File: config.mk
export PLATFORM = sky130hd
export DESIGN_NAME = tvps_div
export DESIGN_NICKNAME = d
export VERILOG_FILES = /design/src/sv/tvps_pkg.sv /design/src/sv/tvps_div.sv
export SDC_FILE = /design/constraint.sdc
export NUM_CORES = 1
export LEC_CHECK = 0
export ABC_AREA = 1
export BUFFER_PORTS_ARGS = -buffer_cell sky130_fd_sc_hd__buf_2
export CAP_MARGIN = 5
export CORE_ASPECT_RATIO = 0.9
export CORE_UTILIZATION = 61
export CTS_CLUSTER_SIZE = 20
export DETAILED_ROUTE_END_ITERATION = 10
export GPL_TIMING_DRIVEN = 0
export PLACE_DENSITY = 0.93
export SETUP_SLACK_MARGIN = 0.4
export SYNTH_ARGS = -nofsm -noshare
export SYNTH_HDL_FRONTEND = slang
export SYNTH_SLANG_ARGS = --single-unit
File: constraint.sdc
create_clock -name clk_i -period 6.2 [get_ports clk_i]
set_input_delay 0.31 -clock clk_i [delete_from_list [all_inputs] [get_ports clk_i]]
set_output_delay 0.31 -clock clk_i [all_outputs]
set_load 0.1 [all_outputs]
File: src/sv/tvps_pkg.sv
// ----------------------------------------------------------------------------
// tvps_pkg: shared types and constants of the three-voice pulse synthesizer
// Item formats, voice state layout, register indexes and control codes.
// ----------------------------------------------------------------------------
package tvps_pkg;

  localparam int VOICES            = 3;
  localparam int CTRL_CHANNELS     = 8;
  localparam int DEF_TABLE_DEPTH   = 512;

  localparam int SMP_W   = 10;
  localparam int PER_W   = 16;
  localparam int NUM_W   = PER_W + 3;
  localparam int DEN_W   = 13;
  localparam int CH_W    = $clog2(CTRL_CHANNELS);

  localparam logic [PER_W-1:0] START_PERIOD_RESET = 16'd1000;

  localparam logic [1:0] REG_START0 = 2'd0;
  localparam logic [1:0] REG_START1 = 2'd1;
  localparam logic [1:0] REG_START2 = 2'd2;

  localparam logic OPC_TICK  = 1'b0;
  localparam logic OPC_TABLE = 1'b1;

  localparam logic [3:0] PHASE_SAMPLE = 4'd0;
  localparam logic [3:0] PHASE_TUNE0  = 4'd4;
  localparam logic [3:0] PHASE_TUNE1  = 4'd8;
  localparam logic [3:0] PHASE_TUNE2  = 4'd12;

  localparam logic [CH_W-1:0] SMP_GLOBAL_PERIOD = 3'd6;
  localparam logic [CH_W-1:0] SMP_GLOBAL_WIDTH  = 3'd7;

  localparam logic [DEN_W-1:0] DIV_OFFSET = 13'd15;

  typedef struct packed {
    logic              opcode;
    logic [SMP_W-1:0]  adc_value;
    logic [8:0]        table_index;
    logic [PER_W-1:0]  table_value;
  } in_item_t;

  typedef struct packed {
    logic [VOICES-1:0] voice_bits;
    logic [CH_W-1:0]   next_channel;
  } out_item_t;

  typedef struct packed {
    logic [PER_W-1:0] count;
    logic [PER_W-1:0] period;
    logic [PER_W-1:0] width;
  } voice_t;

endpackage

File: src/sv/tvps_div.sv
// ----------------------------------------------------------------------------
// tvps_div: restoring divider for the pulse width
// Produces one quotient bit per cycle; done pulses once the quotient is final.
// ----------------------------------------------------------------------------
module tvps_div import tvps_pkg::*; (
  input  logic             clk_i,
  input  logic             rst_ni,
  input  logic             start_i,
  input  logic [NUM_W-1:0] dividend_i,
  input  logic [DEN_W-1:0] divisor_i,
  output logic             done_o,
  output logic [PER_W-1:0] quotient_o
);

  localparam int CNT_W = $clog2(NUM_W);

  logic             busy_q;
  logic             done_q;
  logic [CNT_W-1:0] cnt_q;
  logic [DEN_W-1:0] rem_q;
  logic [DEN_W-1:0] den_q;
  logic [NUM_W-1:0] quo_q;
  logic [DEN_W:0]   rem_sh;
  logic             fits;

  assign rem_sh = {rem_q, quo_q[NUM_W-1]};
  assign fits   = rem_sh >= {1'b0, den_q};

  always_ff @(posedge clk_i or negedge rst_ni) begin
    if (!rst_ni) begin
      busy_q <= 1'b0;
      done_q <= 1'b0;
      cnt_q  <= '0;
    end else begin
      done_q <= 1'b0;
      if (start_i) begin
        busy_q <= 1'b1;
        cnt_q  <= '0;
      end else if (busy_q) begin
        cnt_q <= cnt_q + CNT_W'(1);
        if (cnt_q == CNT_W'(NUM_W - 1)) begin
          busy_q <= 1'b0;
          done_q <= 1'b1;
        end
      end
    end
  end

  always_ff @(posedge clk_i) begin
    if (start_i) begin
      rem_q <= '0;
      den_q <= divisor_i;
      quo_q <= dividend_i;
    end else if (busy_q) begin
      rem_q <= fits ? DEN_W'(rem_sh - {1'b0, den_q}) : rem_sh[DEN_W-1:0];
      quo_q <= {quo_q[NUM_W-2:0], fits};
    end
  end

  assign done_o     = done_q;
  assign quotient_o = quo_q[PER_W-1:0];

endmodule

Word-level counts from Yosys, hierarchy flattened
Index checks and enable logic that the tools add are counted.
Cells by class
  add/subtract/negate cells: 2
  $lt $le $gt $ge: 1
  equal/unequal tests: 1
  muxes and demuxes: 11
  reduce and logical (&&, ||, !) cells: 1
Operators by type and width (count)
  $mux W19: 2
  $ge A14 B13 Y1: 1
  $mux W13: 1
  $sub A13 B13 Y13: 1
  $mux W5: 2
  $mux W1: 6
  $add A5 B1 Y5 const B: 1
  $eq A5 B5 Y1 const B: 1
  $reduce_bool A2 Y1: 1
Word-level totals
  register bits after elaboration: 52
  input port bits: 35
  output and inout port bits: 17
  word-level logic and storage cells: 22

Longest topological paths before layout
Gate-level depths: netlist of the first run.
  depth in word-level cells: 4
  gate-level depth with buffers: 14
  mapped depth without buffers: 13

Worst setup path before layout of the first run
No wires, ideal clock.
  kind: reg2reg
  start point: register quo_q[18]
  end point: register quo_q[0], data pin
  setup time: 0.253 ns
  data arrival time: 1.727 ns
  required time: 5.947 ns
  slack: 4.220 ns
  cell stages (with the launch flop): 14
  cells stage by stage: edfxtp_1 inv_1 ha_1 inv_1 fa_1 nand2_1 nand2_1 nand3_1 nand2_1 nand2_2 nand3_4 buf_8 nand2_1 nand2_1
Between the ends
  longest elaborated chain between the ends: 3
RTL lines
  start: declaration: line tvps_div.sv:22  | logic [NUM_W-1:0] quo_q;
  start signal: assignment: line tvps_div.sv:53  | quo_q <= dividend_i;
  start signal: assignment: line tvps_div.sv:56  | quo_q <= {quo_q[NUM_W-2:0], fits};
  $ge A14 B13 Y1: line tvps_div.sv:27  | assign fits = rem_sh >= {1'b0, den_q};
  $mux W19: line tvps_div.sv:54  | end else if (busy_q) begin
  $mux W19: line tvps_div.sv:50  | if (start_i) begin
Every way passes these cells. The select of a mux whose other input is x is not followed.
A chain may end at the register's enable or synchronous reset.

Worst setup path after layout of the first run
  start point: register quo_q[18]
  end point: register rem_q[4]
Between the ends
  longest elaborated chain between the ends: 2
  elaborated cells between the ends (all ways): 3
  classes of those cells: add/sub: 1; order compare: 1; mux: 1
RTL lines
  $sub A13 B13 Y13 / $ge A14 B13 Y1 (equally long branches): line tvps_div.sv:55, tvps_div.sv:27
  $mux W13 *: line tvps_div.sv:55  | rem_q <= fits ? DEN_W'(rem_sh - {1'b0, den_q}) : rem_sh[DEN_W-1:0];
  end signal: assignment: line tvps_div.sv:55
  end: declaration: line tvps_div.sv:20  | logic [DEN_W-1:0] rem_q;
Mark *: on every way between the ends. The rest lies on a longest branch, timed or not.

==> summary.md, run 1 <==
| Metric | Value |
|---|---|
| Status | complete, no violations |
| Nets | 521 |
| Initial antenna violation count | 0 |
| Crit path launch type | register |
| Final TNS setup | 0 ns |
| HPWL after DPL | 5510 um |
| IO Port Bufs | 51 |
| Slew margin rel. | 37.5% |
| Seq cells post-synth | 52 |
| Final cycle utilization of the critical path | 37.7% |
| Synth Instances | 411 |
| Max FO, Critical Path | 10 |
| Post-synth EDFFs | 32 |
| Skew-Pair Late Insertion Delay | 0.31 ns |
| RSZ-0062 raised after global routing | false |
| Core Region | 4950 um^2 |
| WL final | 7410 um |
| Layout cell share with drive strength beyond 1 | 22.1% |
| Final setup vio count | 0 |
| Worst Path Required | 6.38 ns |
| Vias in the first global route | 2835 |
| DIE HEIGHT | 71.0 um |
| P&R area growth vs syn | 14.2% |
| Die W | 78.6 um |
| Part of the Yosys area used for sequential elements | 43.3% |
| Via density | 5.33 |
| Row cnt | 24 |
| Final min period | 2.34 ns |
| Syn_nets | 462 |
| Max Slew Vio Count | 0 |
| Drt pass-1 iters | 5 |
| Commonest cells after routing, fill and taps aside | nand2_1 (147), inv_1 (66), buf_2 (56), edfxtp_1 (32), nand3_1 (25) |
| CTS Buf Count | 5 |
| Total gr overflow | 0 |
| DRT antenna net count | 0 |
| Crit Path Category | reg -> reg |
| Largest net degree at the start of global routing | 25 |
| Cts hold-fix bufs | 1 |
| I/O pins | 52 |
| Asr flop ratio synth | 13.5% |
| CTS tree | yes |
| Setup Skew | 0.00362 ns |
| Hold WS | 0.166 ns |
| Most common cell after layout, fill and taps aside | nand2_1 |
| CTS Buffer Depth | 2 |
| GPL Wtd Cong | 0.914 |
| Endpoint class of the critical path | register |
| Via count | 2855 |
| Postcts setup bufs | 0 |
| F_max | 428 MHz |
| Synth Flop Type | edfxtp_1 |
| HP Class | in -> reg |
| Clock-pin slew on the worst setup and hold paths | 0.10 ns |
| First-pass GRT wire length | 12200 um |
| Wire length per cell | 13.8 um |
| H-tree levels | 2 |
| # DRC | 0 |
| Mapped Area | 3220 um^2 |
| Syn_area_per_cell | 7.84 um^2 |
| CP arrival | 2.52 ns |
| Die area | 5580 um^2 |
| N_diodes | 0 |
| Hold Vio Cnt, Final | 0 |
| Yosys cell types | 32 |
| Static Leak | 1.99 nW |
| Tot GR Track Use | 28.3% |
| Clock Sink Count | 52 |
| Yosys warnings | 0 |
| Max_cap viols | 0 |
| Pwr/cell area | 365 nW/um^2 |
| Initial core utilization | 65.1% |
| Worst VDD drop | 0.000202 V |
| Initial DRC count | 221 |
| Root buffer cell | clkbuf_8 |
| Worst-margin pin slew | 0.936 ns |
| Cts repair resizes | 0 |
-- kinds of logic after synthesis --
logic type / after synthesis / synth area share [%]
AO/OA/AOI/OAI: 16 / 3.03
XOR/XNOR: 6 / 1.63
adder cells (fa/ha/maj): 16 / 6.44
buffers and inverters: 97 / 13.7
flip-flops: 52 / 43.3
AND/OR/NAND/NOR: 224 / 31.9
-- final timing paths --
| path | slack (ns) | depth (start not counted) | end | from |
|---|---|---|---|---|
| min in group asynchronous | 0.34 | 2 | cnt_q[3]$_DFFE_PN0P_ | rst_ni |
| worst min register to register | 0.48 | 2 | rem_q[1]$_SDFFE_PP0P_ | rem_q[1]$_SDFFE_PP0P_ |
| max in group asynchronous | 5.71 | 2 | cnt_q[2]$_DFFE_PN0P_ | rst_ni |
| worst max-delay path | 3.86 | 13 | rem_q[4]$_SDFFE_PP0P_ | quo_q[18]$_DFFE_PP_ |
| worst min-delay path | 0.17 | 1 | den_q[4]$_DFFE_PP_ | divisor_i[4] |
| worst max register to register | 3.86 | 13 | rem_q[4]$_SDFFE_PP0P_ | quo_q[18]$_DFFE_PP_ |
-- stage by stage --
stage	cells	instance area, um^2	utilization [%]	total power (W)	worst slack, ns
floorplan	411	3220	-	0.000971	4.22
finish	536	3680	74.3	0.00135	3.86
global placement	527	3560	71.8	0.00107	3.98
global route	536	3680	74.3	0.00143	3.69
CTS	536	3680	74.3	0.00133	3.90
detailed placement	527	3560	71.8	0.00109	3.91
-- metal layers --
layer / GRT usage (%) / wire length [um] / up-vias
met1: 34.3 / 3110 / 1302
li1: - / - / 1404
met2: 49.4 / 3640 / 122
met5: 0 / 0 / -
met3: 4.52 / 421 / 27
met4: 13.2 / 229 / 0
-- synth_stat cells (2+ instances only) --
| library cell | number | area (um^2) |
|---|---|---|
| xor2_1 | 3 | 26.3 |
| nand2_1 | 147 | 552 |
| inv_2 | 3 | 11.3 |
| nor2_2 | 3 | 18.8 |
| o21ai_1 | 2 | 10.0 |
| o21ai_0 | 5 | 25.0 |
| nor2_1 | 11 | 41.3 |
| inv_1 | 66 | 248 |
| nand4_1 | 18 | 113 |
| buf_4 | 16 | 120 |
| xnor2_1 | 3 | 26.3 |
| buf_2 | 5 | 25.0 |
| nand3_1 | 25 | 125 |
| nand2_2 | 5 | 31.3 |
| nor3_1 | 3 | 15.0 |
| clkbuf_1 | 6 | 22.5 |
| edfxtp_1 | 32 | 961 |
| ha_1 | 15 | 188 |
| dfxtp_1 | 13 | 260 |
| nand3_2 | 6 | 60.1 |
| a21oi_1 | 6 | 30.0 |
| dfrtp_1 | 7 | 175 |
| nor2_4 | 2 | 22.5 |
-- power by group --
group	total (W)	leakage (nW)	internal [W]	switching (W)
clock network	0.000240	0.0558	0.000122	0.000118
registers	0.000461	0.534	0.000424	0.0000371
logic	0.000644	1.40	0.000216	0.000428
total	0.00135	1.99	0.000762	0.000584
-- worst max-delay path: stages (launching register included) --
cell,delay (ns)
edfxtp_1,0.38
inv_1,0.11
ha_1,0.15
inv_1,0.08
fa_1,0.47
nand2_1,0.10
nand2_1,0.06
nand3_1,0.07
nand2_1,0.09
nand2_2,0.13
buf_2,0.27
nand4_1,0.15
nand3_2,0.10
o21ai_2,0.05
-- area by class of cell --
cell class | count | area (um^2)
Clock inverter | 2 | 38.8
Timing Repair Buffer | 52 | 265
Tap cell | 65 | 81.3
Multi-Input combinational cell | 262 | 1390
Clock buffer | 6 | 72.6
Inverter | 69 | 259
Sequential cell | 52 | 1400
Fill cell | 349 | 1270
Buffer | 28 | 183
-- sequential cells by signal (all words and copies together), names as in the netlist --
register and cells:
den_q 13, done_o 1, cnt_q 5, quo_q 19, rem_q 13, busy_q 1
Note: power is estimated with default switching activity, not from simulation.
==> run 2: changes to the inputs <==
--- a/config.mk
+++ b/config.mk
@@ -9,11 +9,11 @@
 export BUFFER_PORTS_ARGS = -buffer_cell sky130_fd_sc_hd__buf_2
 export CAP_MARGIN = 5
 export CORE_ASPECT_RATIO = 0.9
-export CORE_UTILIZATION = 61
+export CORE_UTILIZATION = 51
 export CTS_CLUSTER_SIZE = 20
 export DETAILED_ROUTE_END_ITERATION = 10
 export GPL_TIMING_DRIVEN = 0
-export PLACE_DENSITY = 0.93
+export PLACE_DENSITY = 0.84
 export SETUP_SLACK_MARGIN = 0.4
 export SYNTH_ARGS = -nofsm -noshare
 export SYNTH_HDL_FRONTEND = slang
==> constraint.sdc (replaced) <==
create_clock -name clk_i -period 2.05 [get_ports clk_i]
set_input_delay 0.1025 -clock clk_i [delete_from_list [all_inputs] [get_ports clk_i]]
set_output_delay 0.1025 -clock clk_i [all_outputs]
set_load 0.1 [all_outputs]
==> summary.md, run 2 (same netlist as run 1, synthesis figures left out) <==
| Metric | Value |
|---|---|
| Post-Layout Cell Count | 582 (+8.6%) |
| CTS Buffer Depth | 2 (unchanged) |
| IO Port Bufs | 51 (unchanged) |
| Final min period | 2.03 ns (-0.304 ns) |
| Largest regs | quo_q: 19 flops, den_q: 13 flops, rem_q: 13 flops |
| Initial DRC count | 152 (-31%) |
| Setup WS pre-CTS | -0.131 ns (-4.04 ns) |
| DIE HEIGHT | 77.4 um (+9.1%) |
| N_diodes | 0 (unchanged) |
| Skew-Pair Late Insertion Delay | 0.31 ns (about the same) |
| WL final | 7280 um (-1.6%) |
| Final Core Density | 66.6% (-7.7 points) |
| H-tree levels | 2 (unchanged) |
| Max Slew Vio Count | 0 (unchanged) |
| First-pass GRT wire length | 12000 um (-2.0%) |
| Max FO, Critical Path | 5 (-5) |
| Top reg by flops | quo_q |
| Endpoint class of the critical path | register |
| Setup Skew | 0.0177 ns (+0.0141 ns) |
| HPWL after DPL | 5170 um (-6.2%) |
| Crit Path Category | reg -> reg |
| CP arrival | 2.11 ns (-0.41 ns) |
| Die W | 85.8 um (+9.1%) |
| RSZ-0062 raised after global routing | true |
| Slew margin rel. | 67.4% (+30 points) |
| Crit path launch type | register |
| Largest register FFs | 19 (unchanged) |
| Critical path cell sequence | inv_2 -> ha_4 -> inv_4 -> fa_2 -> nand2_1 -> nand2_1 -> nand3_2 -> nand2_2 -> nand2_4 -> nand3_4 -> buf_8 -> nand2_2 -> nand2_1 |
| Total gr overflow | 0 (unchanged) |
| P&R area growth vs syn | 26.3% |
| Worst-margin pin slew | 0.493 ns (-0.444 ns) |
| Commonest cells after routing, fill and taps aside | nand2_1 (139), inv_1 (63), buf_2 (54), edfxtp_1 (32), buf_4 (25) |
| CTS Buf Count | 5 (unchanged) |
| Footprint of the multi-input gates | 1520 um^2 (+9.5%) |
| F_max | 492 MHz (+15%) |
| Setup ws final | 0.0160 ns (-3.85 ns) |
| Final setup vio count | 0 (unchanged) |
| Hold Vio Cnt, Final | 0 (unchanged) |
| CTS tree | yes |
| Root buffer cell | clkbuf_8 |
| Final cycle utilization of the critical path | 99.2% (+62 points) |
| Clock-pin slew on the worst setup and hold paths | 0.11 ns (about the same) |
| GPL Wtd Cong | 0.912 (-0.21%) |
| Cell mode on critical path | nand2_1 |
| Initial antenna violation count | 0 (unchanged) |
| Static Leak | 2.14 nW (+7.7%) |
| Vias in the first global route | 2707 (-4.5%) |
| Nets | 545 (+4.6%) |
| Clock Sink Count | 52 (unchanged) |
| I/O pins | 52 (unchanged) |
| Core Region | 6110 um^2 (+23%) |
| Drt pass-1 iters | 4 (-1) |
| Crit-path max cell delay | 0.39 ns (-0.08 ns) |
| Critical-path top delay cell | edfxtp_1 |
| HP Class | in -> reg |
| Hold WS | 0.0531 ns (-0.113 ns) |
| DRT antenna net count | 0 (unchanged) |
| Initial core utilization | 52.7% (-12 points) |
| Via count | 2862 (+0.25%) |
| # DRC | 0 (unchanged) |
| Status | complete, no violations |
| Largest net degree at the start of global routing | 25 (unchanged) |
| Tot GR Track Use | 23.0% (-5.3 points) |
| Fill cells | 499 (+43%) |
| Wire length per cell | 12.5 um (-9.4%) |
| Worst VDD drop | 0.000643 V (+220%) |
| Worst Path Required | 2.12 ns (-4.26 ns) |
| Register area | 1400 um^2 (unchanged) |
| Max_cap viols | 0 (unchanged) |
| Die area | 6640 um^2 (+19%) |
| Via density | 4.92 (-7.7%) |
| Layout cell share with drive strength beyond 1 | 28.9% (+6.8 points) |
| Final TNS setup | 0 ns (unchanged) |
| Placed cells | 549 (+4.2%) |
| Pwr/cell area | 1050 nW/um^2 (+190%) |
| Most common cell after layout, fill and taps aside | nand2_1 |
| Row cnt | 27 (+13%) |
[run 2: cell type report]
cell class | count | area share [%]
inverters | 69 | 6.52
flip-flops and latches | 52 | 34.3
multi-input cells | 262 | 37.2
clock buffers | 5 | 1.69
repair inverters | 1 | 0.184
plain buffers | 28 | 4.73
well taps | 87 | 2.67
repair buffers | 75 | 12.1
clock inverters | 3 | 0.522
[run 2: per-layer routing]
metal  GRT usage, %  part of all wire [%]
met1           32.2                    46
met2           36.7                    48
met5              0                     0
met3           3.83                   5.0
met4           7.17                   1.9
[run 2: repair_timing]
action | CTS | global route
resized for setup | 22 | 21
pin swaps | 14 | 15
setup buffers | 5 | 4
hold buffers | 14 | 0
hold endpoints to repair | 20 | 0
endpoints found under the setup margin | 14 | 34
cloned | 1 | 1
[run 2: stage by stage]
| stage | total power, W | area (um^2) |
|---|---|---|
| 2_1_floorplan | 0.00294 | 3230 |
| 3_3_place_gp | 0.00326 | 3590 |
| 3_5_place_dp | 0.00330 | 3590 |
| 4_1_cts | 0.00415 | 3970 |
| 5_1_grt | 0.00456 | 4070 |
| 6_report | 0.00426 | 4070 |
[run 2: final timing paths]
path | from | slack [ns] | endpoint | cells past startpoint
max | quo_q[18]$_DFFE_PP_ | 0.02 | quo_q[0]$_DFFE_PP_ | 13
min | dividend_i[7] | 0.05 | quo_q[7]$_DFFE_PP_ | 3
max reg2reg | quo_q[18]$_DFFE_PP_ | 0.02 | quo_q[0]$_DFFE_PP_ | 13
min reg2reg | rem_q[8]$_SDFFE_PP0P_ | 0.47 | rem_q[8]$_SDFFE_PP0P_ | 2
max in group asynchronous | rst_ni | 1.75 | cnt_q[0]$_DFFE_PN0P_ | 2
min in group asynchronous | rst_ni | 0.13 | cnt_q[3]$_DFFE_PN0P_ | 2
[run 2: power by group]
| group | switching (W) | total, W | internal, W |
|---|---|---|---|
| Clock | 0.000351 | 0.000594 | 0.000243 |
| Combinational | 0.00144 | 0.00228 | 0.000839 |
| Sequential | 0.000105 | 0.00139 | 0.00128 |
[run 2: worst max-delay path: cells and delay by family, from the launching register on]
family	cells	cell delay [ns]
AND/OR/NAND/NOR	8	0.60
buffers and inverters	3	0.32
adder cells (fa/ha/maj)	2	0.49
flip-flops	1	0.39
